## src/rtl/assert_macros.svh

```systemverilog
// assertion helpers
`ifndef ASSERT_MACROS_SVH
`define ASSERT_MACROS_SVH

`ifndef ASSERT_OFF
`define ASSERT_CLK(label, clk, rst_n, prop) \
    label: assert property (@(posedge clk) disable iff (!rst_n) prop) \
        else $error("assertion failed");
`define ASSERT_NEVER(label, clk, rst_n, cond) \
    label: assert property (@(posedge clk) disable iff (!rst_n) !(cond)) \
        else $error("forbidden condition seen");
`else
`define ASSERT_CLK(label, clk, rst_n, prop)
`define ASSERT_NEVER(label, clk, rst_n, cond)
`endif

`endif

```

## src/rtl/itmb_pkg.sv

```systemverilog
package itmb_pkg;

    localparam logic [2:0] MODE_RX_BYTE = 3'd0;
    localparam logic [2:0] MODE_RD_REQ  = 3'd1;
    localparam logic [2:0] MODE_STOP    = 3'd2;
    localparam logic [2:0] MODE_TX_WR   = 3'd3;
    localparam logic [2:0] MODE_SET_LEN = 3'd4;
    localparam logic [2:0] MODE_RX_RD   = 3'd5;

    localparam logic [1:0] NOTE_NONE  = 2'd0;
    localparam logic [1:0] NOTE_WRITE = 2'd1;
    localparam logic [1:0] NOTE_READ  = 2'd2;

    localparam logic [7:0] BYTE_FF     = 8'hFF;
    localparam int         TX_INIT_CNT = 4;

    localparam int FQ_DEPTH = 2;
    localparam int FQ_AW    = $clog2(FQ_DEPTH);
    localparam int FQ_CW    = $clog2(FQ_DEPTH + 1);

    localparam int OQ_DEPTH = 4;
    localparam int OQ_AW    = $clog2(OQ_DEPTH);
    localparam int OQ_CW    = $clog2(OQ_DEPTH + 1);

    typedef enum logic [2:0] {
        K_NOP,
        K_RX_BYTE,
        K_RD_REQ,
        K_STOP,
        K_TX_WR,
        K_SET_LEN,
        K_RX_RD
    } t_kind;

    typedef enum logic [1:0] {
        SRC_ZERO,
        SRC_TX,
        SRC_RX,
        SRC_FF
    } t_src;

    typedef struct packed {
        t_kind       kind;
        logic [7:0]  data;
        logic        first_byte;
        logic [9:0]  index;
        logic [10:0] length;
    } t_op;

    typedef struct packed {
        logic [7:0]  read_byte;
        logic [1:0]  notify;
        logic        rx_overflow;
        logic [10:0] rx_count;
    } t_result;

endpackage

```

## src/rtl/itmb_front.sv

```systemverilog
module itmb_front #(
    parameter int BUF_DEPTH = 1024
) (
    input  logic             i_clk,
    input  logic             i_rst_n,
    input  logic             i_push,
    input  logic             i_hold,
    output logic             o_full,
    input  logic [2:0]       i_mode,
    input  logic [7:0]       i_data,
    input  logic             i_first_byte,
    input  logic             i_bus_active,
    input  logic [9:0]       i_index,
    input  logic [10:0]      i_length,
    output logic             o_op_valid,
    output itmb_pkg::t_op    o_op,
    input  logic             i_take
);
    import itmb_pkg::*;

    t_op              r_q [FQ_DEPTH];
    logic [FQ_AW-1:0] r_wr;
    logic [FQ_AW-1:0] r_rd;
    logic [FQ_CW-1:0] r_cnt;
    logic [FQ_CW-1:0] n_cnt;
    t_op              w_op;
    logic             w_idx_ok;
    logic             w_push_ok;

    assign w_idx_ok = 32'(i_index) < 32'(BUF_DEPTH);

    // classify the request
    always_comb begin
        w_op.data       = i_data;
        w_op.first_byte = i_first_byte;
        w_op.index      = i_index;
        w_op.length     = (32'(i_length) > 32'(BUF_DEPTH)) ? 11'(BUF_DEPTH) : i_length;
        case (i_mode)
            MODE_RX_BYTE: w_op.kind = K_RX_BYTE;
            MODE_RD_REQ:  w_op.kind = i_bus_active ? K_RD_REQ : K_NOP;
            MODE_STOP:    w_op.kind = K_STOP;
            MODE_TX_WR:   w_op.kind = w_idx_ok ? K_TX_WR : K_NOP;
            MODE_SET_LEN: w_op.kind = K_SET_LEN;
            MODE_RX_RD:   w_op.kind = w_idx_ok ? K_RX_RD : K_NOP;
            default:      w_op.kind = K_NOP;
        endcase
    end

    assign o_full     = i_hold || (r_cnt == FQ_CW'(FQ_DEPTH));
    assign w_push_ok  = i_push && !o_full;
    assign o_op_valid = r_cnt != '0;
    assign o_op       = r_q[r_rd];

    always_comb begin
        n_cnt = r_cnt;
        if (w_push_ok && !i_take) begin
            n_cnt = r_cnt + 1'b1;
        end else if (!w_push_ok && i_take) begin
            n_cnt = r_cnt - 1'b1;
        end
    end

    always_ff @(posedge i_clk) begin
        if (!i_rst_n) begin
            r_wr  <= '0;
            r_rd  <= '0;
            r_cnt <= '0;
        end else begin
            r_cnt <= n_cnt;
            if (w_push_ok) begin
                r_wr <= r_wr + 1'b1;
            end
            if (i_take) begin
                r_rd <= r_rd + 1'b1;
            end
        end
    end

    always_ff @(posedge i_clk) begin
        if (w_push_ok) begin
            r_q[r_wr] <= w_op;
        end
    end

endmodule

```

## config.mk

```make
export PLATFORM = sky130hd
export DESIGN_NAME = itmb_front
export DESIGN_NICKNAME = d
export VERILOG_FILES = /design/src/rtl/assert_macros.svh /design/src/rtl/itmb_pkg.sv /design/src/rtl/itmb_front.sv
export SDC_FILE = /design/constraint.sdc
export NUM_CORES = 1
export LEC_CHECK = 0
export CORE_ASPECT_RATIO = 1.1
export CORE_MARGIN = 5
export CORE_UTILIZATION = 50
export CTS_CLUSTER_DIAMETER = 40
export DETAILED_ROUTE_END_ITERATION = 8
export DONT_BUFFER_PORTS = 1
export GPL_TIMING_DRIVEN = 1
export PLACE_DENSITY = 0.76
export SYNTH_ARGS = -nofsm -noshare
export SYNTH_HDL_FRONTEND = slang
export SYNTH_SLANG_ARGS = --single-unit
```

## constraint.sdc

```tcl
create_clock -name i_clk -period 5.5 [get_ports i_clk]
set_input_delay 0.275 -clock i_clk [delete_from_list [all_inputs] [get_ports i_clk]]
set_output_delay 0.275 -clock i_clk [all_outputs]
set_load 0.02 [all_outputs]
```

### Word-level counts from Yosys, hierarchy flattened

Memory sizes are Yosys's and may differ from the RTL's. A register that Yosys moved wholly into a read port is not among the register bits.
Index checks and enable logic that the tools add are counted.

| word-level totals | value |
|---|---|
| bits in registers | 4 |
| bits in writable memories | 66 |
| output and inout bits | 35 |
| memories kept | 1 |

| cells by class | value |
|---|---|
| add/sub/neg operators | 4 |
| $lt $le $gt $ge | 1 |
| equality and inequality tests | 6 |
| multiplexer cells | 9 |
| reductions and logical operators | 10 |

Memory list:

| name | depth | width | rd ports | clocked after Yosys merged registers in | wr ports | RTL line | text |
|---|---|---|---|---|---|---|---|
| r_q | 2 | 33 | 1 | 1 | 1 | itmb_front.sv:21 | `t_op r_q [FQ_DEPTH];` |

Operators by type and width:

| operator | count |
|---|---|
| one-hot mux 3 bit (6 select lines) | 1 |
| > comparator 11 bit, second input constant | 1 |
| 2-to-1 mux 11 bit | 1 |
| equality test 3 x 2 -> 1 bit, second input constant | 2 |
| equality test 3 bit, second input constant | 2 |
| 2-to-1 mux 2 bit | 3 |
| 2-to-1 mux 1 bit | 4 |
| nonzero test 2 bit | 2 |
| equality test 3 x 1 -> 1 bit, second input constant | 1 |
| logical AND 1 bit | 3 |
| zero test 1 bit | 3 |
| zero test 3 bit | 1 |
| adder 1 bit, second input constant | 2 |
| adder 2 x 1 -> 2 bit, second input constant | 1 |
| equality test 2 bit, second input constant | 1 |
| subtractor 2 x 1 -> 2 bit, second input constant | 1 |
| logical OR 1 bit | 1 |

### Longest topological paths before layout

| logic depth | value |
|---|---|
| word-level depth | 8 |
| mapped depth | 6 |
| mapped depth without buffers | 6 |

### Worst setup path after synthesis

OpenSTA, ideal clock, no wires.

| timing path | value |
|---|---|
| kind | reg2reg |
| start | register r_cnt[0] |
| end | memory r_q[0][0] in the netlist's numbering, enable pin |
| arrival time | 2.184 ns |
| required time | 5.073 ns |
| setup slack | 2.889 ns |
| cell stages (with the launch flop) | 4 |
| path buffers | 0 |
| period minus slack after synthesis | 2.611 ns |
| path through | dfxtp_1 nand2b_1 and2_1 nor2b_1 |

| between the ends | value |
|---|---|
| cells in the longest elaborated chain, start to end | 6 |

Ends and longest elaborated chain:

| element | RTL line | text |
|---|---|---|
| start: declaration | itmb_front.sv:24 | `logic [FQ_CW-1:0] r_cnt;` |
| start signal: assignment | itmb_front.sv:69 | `r_cnt <= n_cnt;` |
| equality test 2 bit | itmb_front.sv:49 | `assign o_full = i_hold \|\| (r_cnt == FQ_CW'(FQ_DEPTH));` |
| logical OR 1 bit | itmb_front.sv:49 |  |
| zero test 1 bit | itmb_front.sv:50 | `assign w_push_ok = i_push && !o_full;` |
| logical AND 1 bit | itmb_front.sv:50 |  |
| 2-to-1 mux 1 bit | itmb_front.sv:80 | `if (w_push_ok) begin` |
| 2-to-1 mux 1 bit (implied by the code) | itmb_front.sv:81 | `r_q[r_wr] <= w_op;` |
| end: declaration | itmb_front.sv:21 |  |

No other way between the ends.

==> impl_results.md <==
- Vias in the first global route: 1,371
- Post-Synthesis Cells: 148
- Synth Warn #: 0
- Req. time, crit path: ~5.2 ns
- DP Area: 2810 um^2
- CORE AREA: 5360 um^2
- Layout cells sized above 1: 29.7%
- Die area: roughly 7000 um^2
- Total negative slack: 0 ns
- Wire length per cell: 19.9 um
- Synth Net Count: 188
- Fin util: 55.1%
- Pwr dens: 362 nW/um^2
- GRT Total Usage: about 14%
- Ranking of synthesized cells by area: edfxtp_1 (73%), mux2_2 (14%), dfxtp_1 (3.7%)
- Largest family of logic cells by synthesized area: multiplexers
- Synth cell types: 23
- # diodes: 0
- Share of the synthesized area in the top cell type: 72.6%
- Rel. slew slack: between 30% and 40%
- Synth Area in Adders: 0.459%
- Die Y: 87.5 um
- Commonest cells after routing, fill and taps aside: edfxtp_1 (66), mux2_2 (33), nor2b_1 (11), clkbuf_8 (9), dfxtp_1 (5)
- Routability cong.: 0.743
- Largest net degree at the start of global routing: 34
- First-pass GRT wire length: 7070 um
- Drt pass-1 iters: 4
- Mapped Area: 2730 um^2
- Post-route cell area: a little under 3000 um^2
- Largest area contributor in the netlist: edfxtp_1
- Routed wire length: 4630 um
- Post-synthesis register bit count: 71
- Worst setup SP type: register
- Post-route ant nets: 0
- Cts hold-fix bufs: 0
- P_leak: 0.000967 uW
- XOR/XNOR Fraction of Synth Area: 0.963%
- FP Rows: 28
- Via density: 5.21
- Flop-to-flop setup slack: between 3 and 4 ns
- Clock slew at reported path FFs: 0.07 ns
- Clock Skew: 0.00541 ns
- Avg Inst Size Synth: 18.4 um^2
- Post-synthesis compound-gate area fraction: 1.19%
- Residual DRC count: 0
- Fillcell total: 420
- Clock Sinks: 71
- Post-layout min period: ~2.3 ns
- WP data arrival: 1.98 ns
- DR vias: 1,213
- Io pins: 74
- # resized after CTS: 0
- Final hold violations: 0
- Dpl hpwl: 3120 um
- Tightest Hold Check Type: in -> reg
- GRT overflow: 0
- Clock Tree Buf Depth: 2
- Buffers on Ports: 0
- Mux cell area share after synthesis: 14.0%
- Worst Hold Slack: roughly 0.036 ns
- Setup Fix Bufs, Post-CTS: 0
- Slew @ Worst Pin: 0.933 ns
- Area Overhead vs Synth: 8.25%
- RSZ-0062 raised after global routing: false
- Initial drt markers: 29
- Peak supply drop: 221 uV
- Htree depth: 3
- Crit path kind: reg -> out
- Worst Path Max Fanout: 18
- Nets: 195
- Fin crit share: 41.0%
- Worst skew pair latency: about 0.33 ns
- Max Freq: 443 MHz
- Max Cap Violations: 0
- Num CTS Buffers: 9
- Final setup viols: 0
- Status: finished, final reports clean
- Initial antenna violation count: 0
- Most common cell after layout, fill and taps aside: edfxtp_1
- Crit. End Element: output pin
- Die width: between 80 and 90 um
- Starting Density: 50.9%
- Post-Synth Simple-Gate Area: between 5 and 6%
- CTS root buf: clkbuf_8
- Slew Viols, Final: 0
- Seq/Total Area, Yosys: 76.3%
- CTS tree: yes
[path summary, 6_finish.rpt]
kind / start / endpoint / cells past startpoint
max: register / o_op[19] / 2
max reg2reg: r_cnt[0] / r_q[0][26] / 3
min: i_index[4] / r_q[0][15] / 0
min reg2reg: r_cnt[1] / r_cnt[1] / 2
[area by class of cell]
cell class	count	area (um^2)	share of cell area [%]
Tap cell	75	93.8	3.18
Timing Repair Buffer	2	15.0	0.508
Sequential cell	71	2080	70.5
Clock buffer	11	131	4.45
Multi-Input combinational cell	70	616	20.8
Clock inverter	3	12.5	0.424
Inverter	1	3.75	0.127
[Yosys cell counts]
library cell   n
a21boi_1       1
a21oi_1        1
and2_1         4
and3_1         1
buf_2          1
buf_4          3
clkbuf_1       2
dfxtp_1        5
edfxtp_1      66
ha_1           1
inv_1          1
mux2_2        33
mux2i_1        1
nand2_1        3
nand2b_1       2
nand4b_1       1
nor2_1         1
nor2b_1       12
o21ai_0        4
or2_2          1
or3_1          1
xnor2_1        1
xor2_1         2
[power breakdown]
part | switching (uW) | internal (uW)
sequential | 13.9 | 622
clock | 164 | 155
combinational | 74.5 | 41.2
total | 252 | 818
[stage by stage]
| step | power, uW | worst slack [ns] | instances |
|---|---|---|---|
| floorplan | 747 | 2.89 | 148 |
| global placement | 758 | 3.66 | 219 |
| detailed placement | 765 | 3.49 | 219 |
| CTS | 1080 | 3.21 | 233 |
| global route | 1110 | 3.15 | 233 |
| finish | 1070 | 3.24 | 233 |
[logic make-up after synthesis]
family                   count (synthesis)
AO/OA/AOI/OAI                            6
XOR/XNOR                                 3
adder cells (fa/ha/maj)                  1
buffers and inverters                    7
flip-flops                              71
multiplexers                            34
AND/OR/NAND/NOR                         26
[state kept, by name (all words and copies together) (netlist names), named ones only]
signal,count
r_q,66
r_cnt,2
r_wr,1
r_rd,1
[critical path, cell delays in order, from the launching register on]
cell     delay [ns]
dfxtp_1        0.82
buf_4          0.39
mux2_2         0.44
[metal layers]
layer / GRT usage, % / routed length (um)
met1: 13.3 / 1490
met5: 0 / 0
met4: 8.76 / 107
met2: 24.5 / 2590
met3: 6.63 / 442
No activity file was read; power rests on OpenSTA's default activity.
