--- config.mk ---
export PLATFORM = sky130hd
export DESIGN_NAME = itmb_outq
export DESIGN_NICKNAME = d
export VERILOG_FILES = /design/src/rtl/assert_macros.svh /design/src/rtl/itmb_pkg.sv /design/src/rtl/itmb_outq.sv
export SDC_FILE = /design/constraint.sdc
export NUM_CORES = 1
export LEC_CHECK = 0
export BUFFER_PORTS_ARGS = -buffer_cell sky130_fd_sc_hd__buf_2
export CORE_MARGIN = 2
export CORE_UTILIZATION = 30
export CTS_BUF_LIST = sky130_fd_sc_hd__clkbuf_8
export CTS_CLUSTER_DIAMETER = 150
export DETAILED_ROUTE_END_ITERATION = 6
export HOLD_SLACK_MARGIN = 0.15
export PLACE_DENSITY = 0.59
export SKIP_LAST_GASP = 1
export SLEW_MARGIN = 5
export SYNTH_ARGS = -nofsm -noshare
export SYNTH_HDL_FRONTEND = slang
export SYNTH_SLANG_ARGS = --single-unit
--- constraint.sdc ---
create_clock -name i_clk -period 1.9 [get_ports i_clk]
set_input_delay 0.095 -clock i_clk [delete_from_list [all_inputs] [get_ports i_clk]]
set_output_delay 0.095 -clock i_clk [all_outputs]
set_load 0.005 [all_outputs]
--- src/rtl/assert_macros.svh ---
// assertion helpers
`ifndef ASSERT_MACROS_SVH
`define ASSERT_MACROS_SVH

`ifndef ASSERT_OFF
`define ASSERT_CLK(label, clk, rst_n, prop) \
    label: assert property (@(posedge clk) disable iff (!rst_n) prop) \
        else $error("assertion failed");
`define ASSERT_NEVER(label, clk, rst_n, cond) \
    label: assert property (@(posedge clk) disable iff (!rst_n) !(cond)) \
        else $error("forbidden condition seen");
`else
`define ASSERT_CLK(label, clk, rst_n, prop)
`define ASSERT_NEVER(label, clk, rst_n, cond)
`endif

`endif

--- src/rtl/itmb_pkg.sv ---
package itmb_pkg;

    localparam logic [2:0] MODE_RX_BYTE = 3'd0;
    localparam logic [2:0] MODE_RD_REQ  = 3'd1;
    localparam logic [2:0] MODE_STOP    = 3'd2;
    localparam logic [2:0] MODE_TX_WR   = 3'd3;
    localparam logic [2:0] MODE_SET_LEN = 3'd4;
    localparam logic [2:0] MODE_RX_RD   = 3'd5;

    localparam logic [1:0] NOTE_NONE  = 2'd0;
    localparam logic [1:0] NOTE_WRITE = 2'd1;
    localparam logic [1:0] NOTE_READ  = 2'd2;

    localparam logic [7:0] BYTE_FF     = 8'hFF;
    localparam int         TX_INIT_CNT = 4;

    localparam int FQ_DEPTH = 2;
    localparam int FQ_AW    = $clog2(FQ_DEPTH);
    localparam int FQ_CW    = $clog2(FQ_DEPTH + 1);

    localparam int OQ_DEPTH = 4;
    localparam int OQ_AW    = $clog2(OQ_DEPTH);
    localparam int OQ_CW    = $clog2(OQ_DEPTH + 1);

    typedef enum logic [2:0] {
        K_NOP,
        K_RX_BYTE,
        K_RD_REQ,
        K_STOP,
        K_TX_WR,
        K_SET_LEN,
        K_RX_RD
    } t_kind;

    typedef enum logic [1:0] {
        SRC_ZERO,
        SRC_TX,
        SRC_RX,
        SRC_FF
    } t_src;

    typedef struct packed {
        t_kind       kind;
        logic [7:0]  data;
        logic        first_byte;
        logic [9:0]  index;
        logic [10:0] length;
    } t_op;

    typedef struct packed {
        logic [7:0]  read_byte;
        logic [1:0]  notify;
        logic        rx_overflow;
        logic [10:0] rx_count;
    } t_result;

endpackage

--- src/rtl/itmb_outq.sv ---
module itmb_outq (
    input  logic                       i_clk,
    input  logic                       i_rst_n,
    input  logic                       i_push,
    input  itmb_pkg::t_result          i_res,
    output logic [itmb_pkg::OQ_CW-1:0] o_cnt,
    output logic                       o_empty,
    input  logic                       i_pop,
    output itmb_pkg::t_result          o_res
);
    import itmb_pkg::*;

    t_result          r_mem [OQ_DEPTH];
    logic [OQ_AW-1:0] r_wr;
    logic [OQ_AW-1:0] r_rd;
    logic [OQ_CW-1:0] r_cnt;
    logic [OQ_CW-1:0] n_cnt;
    logic             w_pop_ok;

    assign o_empty  = r_cnt == '0;
    assign w_pop_ok = i_pop && !o_empty;
    assign o_cnt    = r_cnt;
    assign o_res    = r_mem[r_rd];

    always_comb begin
        n_cnt = r_cnt;
        if (i_push && !w_pop_ok) begin
            n_cnt = r_cnt + 1'b1;
        end else if (!i_push && w_pop_ok) begin
            n_cnt = r_cnt - 1'b1;
        end
    end

    always_ff @(posedge i_clk) begin
        if (!i_rst_n) begin
            r_wr  <= '0;
            r_rd  <= '0;
            r_cnt <= '0;
        end else begin
            r_cnt <= n_cnt;
            if (i_push) begin
                r_wr <= r_wr + 1'b1;
            end
            if (w_pop_ok) begin
                r_rd <= r_rd + 1'b1;
            end
        end
    end

    always_ff @(posedge i_clk) begin
        if (i_push) begin
            r_mem[r_wr] <= i_res;
        end
    end

endmodule

After elaboration in Yosys (flattened, before gate mapping). Memories as Yosys holds them, arrays and structs flattened. A register that Yosys moved wholly into a read port is not among the register bits. Index checks and enable logic that the tools add are counted. W data, S select, Z words.

Register bits after elaboration: 7. Bits in latches: 0. RAM bits: 88. ROM bits: 0. Input bits: 26. Memories: 1.

Memory list: r_mem (depth 4, width 22, read ports 1, clocked after memory_dff 1, wr ports 1, line itmb_outq.sv:13) `t_result r_mem [OQ_DEPTH];`.

Add/sub/neg operators: 4. $mul: 0. Divide/modulo/power cells: 0. Order comparisons: 0. Eq/ne operators: 0. Shift-type cells: 0. Mux-type cells: 6. Bitwise logic cells: 0. Reductions and logical operators: 8.

Operator list (count): $mux W3 (2); $add A2 B1 Y2 const B (2); $mux W2 (2); $add A3 B1 Y3 const B (1); $logic_and A1 B1 Y1 (3); $logic_not A1 Y1 (3); $logic_not A3 Y1 (1); $sub A3 B1 Y3 const B (1); $mux W1 (2); $reduce_bool A2 Y1 (1).

Depth between registers and ports, before layout. Gate-level depths: netlist (run 1).

Word-level depth: 6. Depth in mapped cells: 7. Gate-level depth less buffers: 7.

Worst setup path before layout (run 1). OpenSTA, ideal clock, no wires.

Path type: flip-flop to flip-flop. From: register r_cnt[1], in the netlist o_cnt[1]. To: register r_cnt[2], in the netlist o_cnt[2]. Arrival: 1844 ps. Required time: 1830 ps. Path slack: -14 ps. Cell stages (with the launch flop): 8. Buffers on the path: 0. Cells stage by stage: dfxtp_1 -> o31ai_4 -> ha_1 -> inv_1 -> fa_1 -> xor2_1 -> or3_1 -> a21boi_1.

Longest elaborated chain between the ends: 6. Elaborated cells on any way between the ends: 11. Classes of those cells: add/sub (2); mux (2); reduce/logical (7).

Ends and longest elaborated chain: start: declaration (line itmb_outq.sv:16) `logic [OQ_CW-1:0] r_cnt;`; start signal: assignment (line itmb_outq.sv:40) `r_cnt <= n_cnt;`; branches (longest 6 deep; another with $sub A3 B1 Y3).

Parallel ways; which one is timed is not known. The select of a mux whose other input is x is not followed. A chain may end at the register's enable or synchronous reset.

Worst setup path in the final report (run 1). Same ends and word-level chain as after synthesis.

==> results.toml, run 1 <==
[floorplanning]
initial_utilization = 0.305
std_cell_rows = 40
die_w_um = 114
io_pins = 52
die_area_um2 = 13100
die_h_um = 114
core_um2 = 12000

[routing]
wl_um = 6110
route.detailed.drc = 0
firstDrtPassIters = 4
viasPerCell = 4.37
ant_nets = 0
avgRoutedWirePerCell_um = 15.2
drt_iter0_drc = 97
vias = 1753

[logic_synthesis]
ys_ff_latch = 97
synth_area_um2 = 3650
syn_nets = 188
ys_seq_area_frac = 0.774
synth_cell_types = 20
netlist_instances = 156
syn_avg_cell_area_um2 = 23.4
yosys_warnings = 0

[clocking]
cts.path.max_buffers = 2
clk_pin_slew_ns = 0.09
cts_made_buffers = 9
cts_root_buffer = "clkbuf_8"
htree_levels = 3
clk_latency_ns = 0.35
cts_tree = "done"
cts_sinks = 97

[setup_path]
end_kind = "register"
cp-startpoint = "o_cnt[1]$_SDFFE_PN0P_"
cp-start-kind = "register"
reg2reg_depth = 7
reg2reg_from = "o_cnt[1]$_SDFFE_PN0P_"
r2r_end = "o_cnt[2]$_SDFFE_PN0P_"
cp_max_fo = 2
crit_arrival_ns = 2.12
reg2reg_setup_slack_ns = 0.07
crit_required_ns = 2.19
path_class = "reg -> reg"

[place]
dpl.cell_count = 359
hpwl_um = 3590
place.gp.congestion = 0.638
port_buffers = 51

[hold_path]
hold_end = "r_rd[1]$_SDFFE_PN0P_"
hold_path_depth = 4
min_from = "i_pop"
hold_path.class = "in -> reg"

[run]
maxCapViolCount = 0

[timing]
hold_ws_ns = 0.211
clock_skew_ns = 0.0102
tightestPinTransition_ns = 0.353
min_period_over_period = 0.964
fmax_ghz = 0.546
setup_viol = 0
slew_violations = 0
rsz0062_at_grt = "yes"
finalHoldViolCount = 0
relSlewSlack = 0.765
period_minus_slack_ns = 1.83

[cells_and_area]
finalCoreUtilization = 0.384
syn_to_final_growth_pct = 25.9
post_route_cells_drive_above_1_share = 0.409
multi_input_area_um2 = 785
nNetsFinal = 281
nFillCells = 1116
final_cell_count_no_fill = 401
diodes = 0
final_common_cell = "edfxtp_1"
layout_common_cells = "edfxtp_1, buf_2, dlygate4sd3_1, mux4_2, buf_4"
ff_latch_area_um2 = 2830

[pwr]
vdd_ir_drop_max_uv = 655
p_total_mw = 5.08
p_leak_nw = 1.58
p_per_area_nw_per_um2 = 1110

[outcome]
status = "completed"

[global_routing]
grt_max_degree = 23
overflow = 0
grt_pass1_vias = 1764
grt_antenna_before_repair = 0
grt.total_usage = 0.101
grt_pass1_wl_um = 9510
synthesized netlist by cell type, drive strengths merged:
cell type	count	area, um^2
edfxtp	88	2640
or3	1	6.26
inv	3	11.3
mux4	22	503
buf	4	32.5
o21ai	1	5.00
a21boi	1	7.51
nor3	1	5.00
mux2i	2	20.0
o311ai	1	16.3
dfxtp	9	180
nor2b	2	12.5
fa	1	20.0
xor2	2	17.5
and2	9	56.3
ha	5	62.6
xnor2	3	26.3
o31ai	1	21.3
metrics by stage:
| stage | instance area, um^2 | TNS, ns | worst slack (ns) |
|---|---|---|---|
| floorplan | 3650 | 0 | 0.0261 |
| global placement | 4140 | 0 | 0.0303 |
| detailed placement | 4140 | -0.00268 | -0.00268 |
| CTS | 4590 | 0 | 0.0431 |
| global route | 4590 | -0.0565 | -0.0565 |
| finish | 4590 | 0 | 0.0684 |
how the worst max path moves through the flow:
stage | slack, ns | endpoint | depth (start not counted)
6_report | 0.07 | o_cnt[2]$_SDFFE_PN0P_ | 7
2_1_floorplan | 0.03 | o_cnt[2]$_SDFFE_PN0P_ | 7
5_1_grt | -0.06 | o_cnt[2]$_SDFFE_PN0P_ | 7
3_3_place_gp | 0.03 | o_cnt[2]$_SDFFE_PN0P_ | 7
4_1_cts | 0.04 | o_cnt[2]$_SDFFE_PN0P_ | 7
3_5_place_dp | -0.003 | o_cnt[2]$_SDFFE_PN0P_ | 7
state kept, by name, summed over array words and instances (netlist names), named ones only:
name   count
r_wr       2
r_rd       2
o_cnt      3
r_mem     88
layer usage:
layer,global-route usage,vias up,share of wire
met2,0.167,37,0.52
met5,0,-,0
met1,0.118,882,0.42
met4,0.0439,0,0.016
met3,0.0360,9,0.047
li1,-,825,-
power by group:
part / switching [mW] / internal, mW / total [mW] / leakage (nW)
registers: 0.0600 / 2.48 / 2.54 / 0.884
clock network: 0.683 / 0.606 / 1.29 / 0.0947
logic: 0.536 / 0.719 / 1.26 / 0.607
critical path, cell delays in order (launching register included):
cell and delay (ns):
dfxtp_2 0.34, o31ai_4 0.26, ha_2 0.22, inv_1 0.05
fa_2 0.33, xor2_1 0.15, or3_1 0.30, a21boi_1 0.12
timing repair:
| action | CTS | global route |
|---|---|---|
| buffers inserted | 2 | 0 |
| hold endpoints to repair | 97 | 0 |
| pin swaps | 2 | 3 |
| hold buffers | 24 | 0 |
| gates resized for setup | 2 | 0 |
| endpoints found under the setup margin | 1 | 1 |
cell families after synthesis:
family / share of synthesized area
AO/OA/AOI/OAI: 0.0137
XOR/XNOR: 0.0120
adder cells (fa/ha/maj): 0.0226
buffers and inverters: 0.0120
flip-flops: 0.774
multiplexers: 0.143
AND/OR/NAND/NOR: 0.0220
final cells by class:
class / count / area share
well taps: 147 / 0.0401
multi-input cells: 52 / 0.171
flip-flops and latches: 97 / 0.616
clock buffers: 9 / 0.0270
inverters: 3 / 0.00245
repair buffers: 86 / 0.129
clock inverters: 7 / 0.0153
Power figures use the tool's default switching activity.
==> run 2: changes to the inputs <==
--- a/config.mk
+++ b/config.mk
@@ -12,7 +12,7 @@
 export CTS_CLUSTER_DIAMETER = 150
 export DETAILED_ROUTE_END_ITERATION = 6
 export HOLD_SLACK_MARGIN = 0.15
-export PLACE_DENSITY = 0.59
+export PLACE_DENSITY = 0.57
 export SKIP_LAST_GASP = 1
 export SLEW_MARGIN = 5
 export SYNTH_ARGS = -nofsm -noshare
==> results.toml, run 2 (synthesized netlist as in run 1, its figures left out) <==
[timing]
setup_viol = 0
tightestPinTransition_ns = 0.370
slew_violations = 0
rsz0062_at_grt = "yes"
hold_ws_ns = 0.209
clock_skew_ns = 0.00838
relSlewSlack = 0.753
fin_tns_setup_ns = 0
finalHoldViolCount = 0
fmax_ghz = 0.533
period_minus_slack_ns = 1.87
min_period_over_period = 0.987

[cells_and_area]
post_route_cells_drive_above_1_share = 0.422
finalCoreUtilization = 0.387
regMostFlops = "r_mem"
stdcell_area_um2 = 4630
syn_to_final_growth_pct = 27.0
largest_reg_flops = 88
layout_common_cells = "edfxtp_1, buf_2, dlygate4sd3_1, mux4_2, buf_4"
nNetsFinal = 283
diodes = 0
final_cell_count_no_fill = 403
final_common_cell = "edfxtp_1"

[setup_path]
crit_required_ns = 2.20
crit_arrival_ns = 2.17
cp-start-kind = "register"
reg2reg_from = "o_cnt[1]$_SDFFE_PN0P_"
reg2reg_setup_slack_ns = 0.03
cp-startpoint = "o_cnt[1]$_SDFFE_PN0P_"
cp_max_fo = 2
end_kind = "register"
path_class = "reg -> reg"

[clocking]
clk_pin_slew_ns = 0.09
cts_root_buffer = "clkbuf_8"
cts_sinks = 97
htree_levels = 3
cts.path.max_buffers = 2
clk_latency_ns = 0.36
cts_tree = "done"
cts_made_buffers = 9

[run]
maxCapViolCount = 0

[floorplanning]
die_area_um2 = 13100
initial_utilization = 0.305
die_w_um = 114
std_cell_rows = 40
io_pins = 52
die_h_um = 114
core_um2 = 12000

[place]
place.gp.congestion = 0.678
port_buffers = 51
dpl.cell_count = 360
dpl_cell_area_um2 = 4150
hpwl_um = 3830

[routing]
ant_nets = 0
drt_iter0_drc = 146
avgRoutedWirePerCell_um = 16.2
firstDrtPassIters = 4
vias = 1764
viasPerCell = 4.38
wl_um = 6530
route.detailed.drc = 0

[global_routing]
grt_max_degree = 23
grt.total_usage = 0.111
grt_pass1_vias = 1884
grt_pass1_wl_um = 10300
grt_antenna_before_repair = 0
overflow = 0

[outcome]
status = "completed"

[pwr]
p_per_area_nw_per_um2 = 1130
p_leak_nw = 1.61
vdd_ir_drop_max_uv = 568

[hold_path]
min_from = "i_pop"
hold_path.class = "in -> reg"
-- run 2: final cells by class --
| type | instances | area, um^2 |
|---|---|---|
| flip-flops and latches | 97 | 2830 |
| clock buffers | 9 | 124 |
| repair buffers | 88 | 609 |
| inverters | 3 | 11.3 |
| clock inverters | 7 | 86.3 |
| multi-input cells | 52 | 788 |
| fillers | 1111 | 7330 |
| well taps | 147 | 184 |
-- run 2: layer usage --
metal,vias to the layer above,share of wire,track usage
met5,-,0,0
met4,0,0.026,0.0634
met3,14,0.046,0.0334
met2,38,0.50,0.177
met1,886,0.42,0.134
li1,826,-,-
-- run 2: worst paths after layout --
check / endpoint / depth (start not counted)
worst min-delay path: register / 4
worst max-delay path: o_cnt[2]$_SDFFE_PN0P_ / 7
worst min register to register: r_wr[1]$_SDFFE_PN0P_ / 2
worst max register to register: o_cnt[2]$_SDFFE_PN0P_ / 7
-- run 2: repair_timing --
action / CTS / global route
pin swaps: 2 / 3
hold buffers: 24 / 0
gates resized for setup: 2 / 2
setup endpoints to repair: 1 / 4
setup buffers: 2 / 1
hold endpoints to repair: 97 / 0
gates cloned: 0 / 0
-- run 2: critical path, stage by stage (launching register included) --
cell and delay (ns):
dfxtp_2 0.34, o31ai_4 0.26, ha_2 0.21, inv_1 0.05, fa_2 0.34, xor2_1 0.15, or3_1 0.32, a21boi_2 0.12
-- run 2: power by group --
group	switching (mW)	internal (mW)	leakage, nW
registers	0.0645	2.48	0.884
logic	0.555	0.726	0.619
clock network	0.673	0.729	0.110
total	1.29	3.94	1.61
-- run 2: per-stage QoR --
stage               setup WS, ns  power [mW]
detailed placement       -0.0592        3.83
finish                    0.0251        5.23
global placement          0.0253        3.82
global route             -0.0673        5.53
floorplan                 0.0261        3.37
CTS                      0.00285        5.33
